## src/hw/rtl/cmwc_pkg.sv

```systemverilog
// shared constants and payload types for the cmwc random range generator
package cmwc_pkg;

	localparam int TABLE_DEPTH = 4096;
	localparam int IDX_W = $clog2(TABLE_DEPTH);
	localparam int WORD_W = 32;
	localparam int BOUND_WIDTH = 16;
	localparam int RANGE_W = BOUND_WIDTH + 1;
	localparam int CARRY_W = 19;
	localparam int MULT_W = 15;
	localparam int PROD_W = WORD_W + 16;
	localparam int CNT_W = $clog2(WORD_W);
	localparam int ADDR_W = 2;

	localparam logic [WORD_W-1:0] GOLDEN_WORD = 32'h9e37_79b9;
	localparam logic [WORD_W-1:0] GOLDEN_TWICE = 32'h3c6e_f372;
	localparam logic [MULT_W-1:0] CMWC_MULT = 15'd18782;
	localparam logic [WORD_W-1:0] CMWC_TOP = 32'hffff_fffe;
	localparam logic [CARRY_W-1:0] CARRY_INIT = 19'd362436;
	localparam logic [IDX_W-1:0] INDEX_INIT = IDX_W'(TABLE_DEPTH - 1);

	localparam logic [ADDR_W-1:0] REG_SEED_ADDR = 2'd0;

	typedef struct packed {
		logic [BOUND_WIDTH-1:0] bound_a;
		logic [BOUND_WIDTH-1:0] bound_b;
	} req_item_t;

	typedef struct packed {
		logic [WORD_W-1:0]  raw_value;
		logic [RANGE_W-1:0] ranged_value;
		logic               bounds_equal;
	} rsp_item_t;

endpackage

```

## src/hw/rtl/cmwc_mod_unit.sv

```systemverilog
// bit-serial remainder unit: 32-bit word modulo a range of up to 17 bits
module cmwc_mod_unit
	import cmwc_pkg::*;
(
	input  logic               clk,
	input  logic               arst_n,
	input  logic               start,
	input  logic [WORD_W-1:0]  dividend,
	input  logic [RANGE_W-1:0] divisor,
	output logic               done,
	output logic [RANGE_W-1:0] remainder
);

	logic               busy_q;
	logic               done_q;
	logic [CNT_W-1:0]   cnt_q;
	logic [WORD_W-1:0]  num_q;
	logic [RANGE_W-1:0] den_q;
	logic [RANGE_W-1:0] rem_q;
	logic [RANGE_W:0]   trial;
	logic [RANGE_W:0]   diff;
	logic               fits;

	assign trial = {rem_q, num_q[WORD_W-1]};
	assign diff = trial - {1'b0, den_q};
	assign fits = trial >= {1'b0, den_q};

	always_ff @(posedge clk or negedge arst_n) begin
		if (!arst_n) begin
			busy_q <= 1'b0;
			done_q <= 1'b0;
			cnt_q <= '0;
		end else begin
			done_q <= 1'b0;
			if (start) begin
				busy_q <= 1'b1;
				cnt_q <= '0;
			end else if (busy_q) begin
				cnt_q <= cnt_q + 1'b1;
				if (cnt_q == CNT_W'(WORD_W - 1)) begin
					busy_q <= 1'b0;
					done_q <= 1'b1;
				end
			end
		end
	end

	always_ff @(posedge clk) begin
		if (start) begin
			num_q <= dividend;
			den_q <= divisor;
			rem_q <= '0;
		end else if (busy_q) begin
			num_q <= {num_q[WORD_W-2:0], 1'b0};
			rem_q <= fits ? diff[RANGE_W-1:0] : trial[RANGE_W-1:0];
		end
	end

	assign done = done_q;
	assign remainder = rem_q;

	a_start_idle: assert property (@(posedge clk) disable iff (!arst_n)
		start |-> !busy_q) else $error("start while busy");
	a_start_busy: assert property (@(posedge clk) disable iff (!arst_n)
		start |=> busy_q) else $error("unit not busy after start");
	a_rem_below: assert property (@(posedge clk) disable iff (!arst_n)
		done_q |-> (rem_q < den_q)) else $error("remainder not below divisor");

endmodule

```

## config.mk

```make
export PLATFORM = sky130hd
export DESIGN_NAME = cmwc_mod_unit
export DESIGN_NICKNAME = d
export VERILOG_FILES = /design/src/hw/rtl/cmwc_pkg.sv /design/src/hw/rtl/cmwc_mod_unit.sv
export SDC_FILE = /design/constraint.sdc
export NUM_CORES = 1
export LEC_CHECK = 0
export BUFFER_PORTS_ARGS = -buffer_cell sky130_fd_sc_hd__buf_2
export CORE_ASPECT_RATIO = 1.5
export CORE_MARGIN = 1.5
export CORE_UTILIZATION = 30
export DETAILED_ROUTE_END_ITERATION = 10
export GPL_ROUTABILITY_DRIVEN = 0
export PLACE_DENSITY_LB_ADDON = 0.05
export SLEW_MARGIN = 15
export SYNTH_ARGS = -nofsm -noshare
export SYNTH_HDL_FRONTEND = slang
export SYNTH_SLANG_ARGS = --single-unit
```

## constraint.sdc

```tcl
create_clock -name clk -period 7.4 [get_ports clk]
set_input_delay 1.48 -clock clk [delete_from_list [all_inputs] [get_ports clk]]
set_output_delay 1.48 -clock clk [all_outputs]
set_load 0.01 [all_outputs]
```

# [Word level (Yosys, flattened, before mapping)]
# Index checks and enable logic that the tools add are counted.
[totals] reg_bits=73 inputBits=52 output_inout_bits=18 wordCells=22
[op_classes] addsub=2 order_cmp=1 n_eq_ne=1 muxes=11 n_reduce_logical=1
[ops] operator="32-bit two-way mux" count=2
[ops] operator="18-bit by 17-bit greater-or-equal comparator with 1-bit output" count=1
[ops] operator="17-bit two-way mux" count=1
[ops] operator="17-bit subtractor" count=1
[ops] operator="5-bit two-way mux" count=2
[ops] operator="1-bit two-way mux" count=6
[ops] operator="5-bit by 1-bit adder with 5-bit output (second input constant)" count=1
[ops] operator="5-bit == test (second input constant)" count=1
[ops] operator="2-bit nonzero test" count=1

# [Depth between registers and ports, before layout]
# Gate-level depths: netlist (run 1).
[logic_depth] word_depth=4 ltp_mapped=11 mapped_depth_nobuf=10

# [Worst setup path after synthesis (run 1)]
# No wires, ideal clock.
[synth_timing] path_type="in2reg" startpoint="in start" endpoint="reg num_q[0] (enable)" setup_time_ps=389 t_arrival_ps=2654 t_required_ps=7011 slack_ps=4356 cell_stages=4 n_path_buf=2 path_cell_list="clkbuf_1 > inv_1 > clkbuf_1 > nand2_1"
[synth_between] elab_chain_len=1
[synth_rtl] element="from (decl)" line_no="cmwc_mod_unit.sv:7" source="input logic start,"
[synth_rtl] element="2-bit nonzero test (no source line)"
[synth_rtl] element="to (signal assigned)" line_no="cmwc_mod_unit.sv:50" source="num_q <= dividend;"
[synth_rtl] element="to (signal assigned)" line_no="cmwc_mod_unit.sv:54" source="num_q <= {num_q[WORD_W-2:0], 1'b0};"
[synth_rtl] element="to (decl)" line_no="cmwc_mod_unit.sv:17" source="logic [WORD_W-1:0] num_q;"
# No other way between the ends.
# A chain may end at the register's enable or synchronous reset.

# [Final worst setup path (run 1)]
[layout_timing] startpoint="reg num_q[31]" endpoint="reg rem_q[2], in the netlist remainder[2]"
[layout_between] elab_chain_len=2 word_cells_on_any_way=3 classes_between="1 x add/sub; 1 x order compare; 1 x mux"
[layout_rtl] element="17-bit subtractor or 18-bit by 17-bit greater-or-equal comparator with 1-bit output (tied branches)" line_no="cmwc_mod_unit.sv:25, cmwc_mod_unit.sv:26"
[layout_rtl] element="17-bit two-way mux *" line_no="cmwc_mod_unit.sv:55" source="rem_q <= fits ? diff[RANGE_W-1:0] : trial[RANGE_W-1:0];"
[layout_rtl] element="to (signal assigned)" line_no="cmwc_mod_unit.sv:55"
[layout_rtl] element="to (decl)" line_no="cmwc_mod_unit.sv:19" source="logic [RANGE_W-1:0] rem_q;"
# Every way passes the cells marked *; elsewhere a longest branch is shown, timed or not.

==> impl_metrics.json, run 1 <==
{
  "outcome": "finished clean",
  "ys.flop_type": "edfxtp_1",
  "p_clk_share_pct": 26.3,
  "rr_worst_depth": 10,
  "layout_common_cells": "buf_2, edfxtp_1, mux2_2",
  "avgRoutedWirePerCell_um": 15.5,
  "fin_setup_tns_ns": 0,
  "place_ws_ns": 4.10,
  "holdPathEnd": "remainder[11]$_SDFFE_PP0P_",
  "grt_max_degree": 47,
  "regToRegSetupSlack_ns": 4.11,
  "syn2layout_area_growth_pct": 20.1,
  "cp-start-kind": "flip-flop",
  "syn-num-nets": 395,
  "die_w_um": 95.0,
  "remaining_drc_errors": 0,
  "clk_latency_ns": 0.33,
  "skew_ns": 0.00728,
  "layout_setup_ws_ns": 4.11,
  "htree_num_levels": 3,
  "dieArea_um2": 13400,
  "antenna_left": 0,
  "clock-sinks": 73,
  "ys_seq_area_share_pct": 52.2,
  "p_seq_share_pct": 37.1,
  "cts_hold_buf": 0,
  "grt_setup_unrepaired": "false",
  "timing.rr.end": "remainder[2]$_SDFFE_PP0P_",
  "cp-end-kind": "flip-flop",
  "fmax_ghz": 0.304,
  "layout_commonest_cell": "buf_2",
  "relSlewSlack_pct": 54.7,
  "p_leak_nw": 1.99,
  "p_int_w": 0.000968,
  "hold_viol_final": 0,
  "period_share_pct": 44.5,
  "yosys_warnings": 0,
  "holdPathStages": 2,
  "grt_antenna_before_repair": 0,
  "clock_path_buffers": 2,
  "drive_gt1_share_pct": 31.5,
  "timing.final.crit_period_ns": 3.29,
  "io_buffers": 69,
  "clkTransAtPathRegs_ns": 0.06,
  "synth_edf_count": 49,
  "fp.coreArea_um2": 12400,
  "yosysUniqueCellTypes": 51,
  "worst_pin_slew_ns": 0.680,
  "drt_first_pass_iters": 4,
  "hpwl_um": 6180,
  "diodes": 0,
  "synth_area_um2": 3800,
  "postCtsSetupBuffers": 0,
  "netlist_instances": 323,
  "first_global_vias": 2865,
  "worstPathMaxFanout": 16,
  "ir_worst_vdd_v": 0.000142,
  "crit_required_ns": 7.62,
  "vias": 2682,
  "hp-start": "remainder[10]$_SDFFE_PP0P_",
  "cts_root_buf": "clkbuf_16",
  "cts_tree": "done",
  "grt_usage_pct": 13.7,
  "grt_overflow": 0,
  "swShare_pct": 35.1,
  "post_synth.cell_area_avg_um2": 11.8,
  "fp-row-count": 50,
  "powerDensity_nw_per_um2": 327,
  "critPathKind": "flip-flop to flip-flop",
  "cts_buffers": 9,
  "worst_hold_slack_ns": 0.515,
  "wirelength_um": 8600,
  "via_per_inst": 4.85,
  "setup_viol": 0,
  "async_flop_share_pct": 9.59,
  "synth_seq_cells": 73,
  "nets": 465,
  "die_y_um": 141,
  "combPwrFrac_pct": 36.6,
  "r2r-start": "num_q[31]$_DFFE_PP_",
  "drt_iter0_drc": 118,
  "io_pins": 70,
  "hold_class": "flip-flop to flip-flop",
  "drv_cap": 0,
  "cp.arrival_ns": 3.51,
  "grt_pass1_wl_um": 14100,
  "initial_core_util_pct": 30.6,
  "drv_slew": 0,
  "cts-resized-gates": 0,
  "p_sw_w": 0.000524
}
-- power by group through the flow --
stage                     clock network (W)  logic, W  registers, W
after global placement                    0  0.000550      0.000565
after detailed placement                  0  0.000550      0.000565
after floorplan                           0  0.000397      0.000569
after global routing               0.000416  0.000607      0.000565
after CTS                          0.000405  0.000554      0.000557
final                              0.000392  0.000546      0.000554
-- worst max-delay path, stage by stage, from the launching register on --
cell and delay, ns:
edfxtp_1 0.35, inv_1 0.08, ha_1 0.17, inv_1 0.05
fa_1 0.40, a21o_1 0.22, a221oi_1 0.61, a211o_1 0.25
nand3_2 0.38, and3_1 0.35, a311o_1 0.30
-- metrics by stage --
step           instance area, um2  power (W)  util (%)  cells
2_1_floorplan                3800   0.000966         -    323
3_3_place_gp                 4310    0.00111      34.6    538
3_5_place_dp                 4310    0.00111      34.6    538
4_1_cts                      4570    0.00152      36.7    553
5_1_grt                      4570    0.00159      36.7    553
6_report                     4570    0.00149      36.7    553
-- cells in the mapped netlist (6+ instances only) --
master | count | share of area (%)
dfxtp_1 | 17 | 8.9
mux2_2 | 31 | 9.2
o21ai_0 | 13 | 1.7
nand2_1 | 18 | 1.8
nor2_1 | 22 | 2.2
inv_1 | 21 | 2.1
a211oi_1 | 9 | 1.8
xor2_1 | 11 | 2.5
and3_1 | 8 | 1.3
clkbuf_1 | 11 | 1.1
nand4_1 | 6 | 0.99
mux2i_1 | 10 | 2.6
a21oi_1 | 14 | 1.8
dfrtp_1 | 7 | 4.6
edfxtp_1 | 49 | 39
ha_1 | 19 | 6.2
-- worst max path at each step --
stage                   startpoint                         to  cells past startpoint
2_1_floorplan                start     num_q[0]$_SDFFCE_PN0P_                      4
3_3_place_gp                 start        num_q[20]$_DFFE_PP_                      3
3_5_place_dp                 start        num_q[20]$_DFFE_PP_                      3
4_1_cts        num_q[31]$_DFFE_PP_  remainder[2]$_SDFFE_PP0P_                     10
5_1_grt        num_q[31]$_DFFE_PP_  remainder[2]$_SDFFE_PP0P_                     10
6_report       num_q[31]$_DFFE_PP_  remainder[2]$_SDFFE_PP0P_                     10
-- final cells by class --
class / instances / area (um2)
Clock buffer: 9 / 225
Clock inverter: 6 / 36.3
Fill cell: 1263 / 7880
Inverter: 21 / 78.8
Multi-Input combinational cell: 216 / 1680
Sequential cell: 73 / 1990
Tap cell: 156 / 195
Timing Repair Buffer: 72 / 368
-- registers in the layout, indices dropped and copies added (netlist names) --
register and count:
done 1, den_q 17, num_q 32, busy_q 1, cnt_q 5, remainder 17
-- layer usage --
layer	track usage (%)	part of all wire (%)	vias up
met2	24.3	52	56
met5	0	0	-
met1	15.4	41	1277
li1	-	-	1339
met3	3.56	4.9	10
met4	5.26	1.5	0
-- kinds of logic after synthesis --
logic type      after synthesis  synth area share, %
compound gates               67                 12.1
xor+xnor                     15                 3.45
flops                        73                 52.2
mux                          42                 12.2
fa+ha+maj                    20                 6.77
simple gates                 72                 9.60
buf+inv                      34                 3.65
No activity file was read; power rests on OpenSTA's default activity.
==> inputs of run 2 (changes only) <==
==> constraint.sdc (replaced) <==
create_clock -name clk -period 3.45 [get_ports clk]
set_input_delay 0.69 -clock clk [delete_from_list [all_inputs] [get_ports clk]]
set_output_delay 0.69 -clock clk [all_outputs]
set_load 0.01 [all_outputs]
==> impl_metrics.json, run 2 (synthesis gave the netlist of run 1 again) <==
{
  "cts_hold_buf": 0,
  "clock-sinks": 73,
  "dieArea_um2": 13400,
  "fp.coreArea_um2": 12400,
  "setup_viol": 0,
  "top_register": "num_q",
  "cp-start-kind": "flip-flop",
  "layout_common_cells": "buf_2, edfxtp_1, mux2_2",
  "startpoint": "num_q[31]$_DFFE_PP_",
  "layout_commonest_cell": "buf_2",
  "die_y_um": 141,
  "io_pins": 70,
  "seq_area_um2": 1990,
  "worstPathMaxFanout": 7,
  "regToRegSetupSlack_ns": 0.49,
  "first_global_vias": 2820,
  "drv_cap": 0,
  "dp_cells": 542,
  "wirelength_um": 8600,
  "grt_max_degree": 46,
  "post-route-util_pct": 37.3,
  "r2r-start": "num_q[31]$_DFFE_PP_",
  "p_leak_nw": 2.02,
  "die_w_um": 95.0,
  "outcome": "finished clean",
  "grt_setup_unrepaired": "false",
  "syn2layout_area_growth_pct": 22.1,
  "cp-endpoint": "remainder[0]$_SDFFE_PP0P_",
  "clk_latency_ns": 0.34,
  "powerDensity_nw_per_um2": 715,
  "worst_pin_slew_ns": 0.588,
  "critPathKind": "flip-flop to flip-flop",
  "drive_gt1_share_pct": 32.1,
  "cts_root_buf": "clkbuf_16",
  "vias": 2692,
  "drt_iter0_drc": 113,
  "antenna_left": 0,
  "clock_path_buffers": 2,
  "htree_num_levels": 3,
  "hold_class": "input pin to asynchronous set/reset pin",
  "avgRoutedWirePerCell_um": 15.4,
  "via_per_inst": 4.82,
  "ir_worst_vdd_v": 0.000236,
  "cts_tree": "done",
  "crit_required_ns": 3.71,
  "hpwl_um": 6270,
  "io_buffers": 69,
  "fin_setup_tns_ns": 0,
  "initial_core_util_pct": 30.6,
  "grt_antenna_before_repair": 0,
  "hold_viol_final": 0,
  "grt_pass1_wl_um": 14000,
  "grt_overflow": 0,
  "relSlewSlack_pct": 60.6,
  "skew_ns": 0.00694,
  "nets": 469,
  "n_fill_cell": 1254,
  "timing.final.crit_period_ns": 2.96,
  "cts-resized-gates": 0,
  "cp.arrival_ns": 3.21,
  "grt_usage_pct": 14.0,
  "timing.rr.end": "remainder[0]$_SDFFE_PP0P_",
  "multi_input_area_um2": 1680,
  "rr_worst_depth": 11,
  "postCtsSetupBuffers": 0,
  "finalNonFillerCells": 558,
  "cp-end-kind": "flip-flop",
  "remaining_drc_errors": 0,
  "drv_slew": 0,
  "drt_first_pass_iters": 4,
  "period_share_pct": 85.7,
  "diodes": 0,
  "cts_buffers": 9,
  "fmax_ghz": 0.338,
  "fp-row-count": 50,
  "largest_register_ffs": 32,
  "clkTransAtPathRegs_ns": 0.06
}
[run 2: final cells by class]
| type | count | share of cell area (%) |
|---|---|---|
| clock buffer | 10 | 4.93 |
| clock inverter | 6 | 1.45 |
| inverter | 21 | 1.70 |
| multi-input combinational | 216 | 36.1 |
| sequential | 73 | 42.8 |
| tap | 156 | 4.20 |
| timing repair buffer | 76 | 8.83 |
[run 2: worst max-delay path: stages, from the launching register on]
cell and delay, ns:
edfxtp_1 0.35, inv_1 0.09, ha_1 0.17, inv_1 0.06, fa_1 0.40, a21o_1 0.21
a221oi_1 0.29, buf_4 0.20, a211o_1 0.14, and3_1 0.42, mux2_4 0.34, a211oi_2 0.19
[run 2: metrics by stage]
step	power [W]	cell area (um2)	setup slack [ns]	hold WS [ns]
after floorplan	0.00207	3800	0.723	0.394
after global placement	0.00242	4350	0.580	0.499
after detailed placement	0.00242	4350	0.504	0.500
after CTS	0.00338	4650	0.484	0.168
after global routing	0.00356	4650	0.303	0.185
final	0.00332	4650	0.494	0.176
[run 2: how the worst min path moves through the flow]
stage,from,endpoint,slack (ns),cells after the start
2_1_floorplan,arst_n,busy_q$_DFF_PN0_,0.39,0
3_3_place_gp,remainder[10]$_SDFFE_PP0P_,remainder[11]$_SDFFE_PP0P_,0.50,2
3_5_place_dp,remainder[9]$_SDFFE_PP0P_,remainder[10]$_SDFFE_PP0P_,0.50,2
4_1_cts,arst_n,cnt_q[2]$_DFFE_PN0P_,0.17,1
5_1_grt,arst_n,cnt_q[2]$_DFFE_PN0P_,0.18,1
6_report,arst_n,cnt_q[2]$_DFFE_PN0P_,0.18,1
[run 2: power by group]
group | switching (W) | internal [W] | leakage [nW] | total, W
logic | 0.000659 | 0.000542 | 1.14 | 0.00120
clock network | 0.000373 | 0.000562 | 0.139 | 0.000935
registers | 0.000106 | 0.00108 | 0.736 | 0.00119
[run 2: layer usage]
metal / vias up / global-route usage, % / share of wire, %
met3: 11 / 3.40 / 4.3
met5: - / 0 / 0
met1: 1286 / 16.0 / 41
li1: 1342 / - / -
met2: 53 / 23.9 / 52
met4: 0 / 6.44 / 2.1
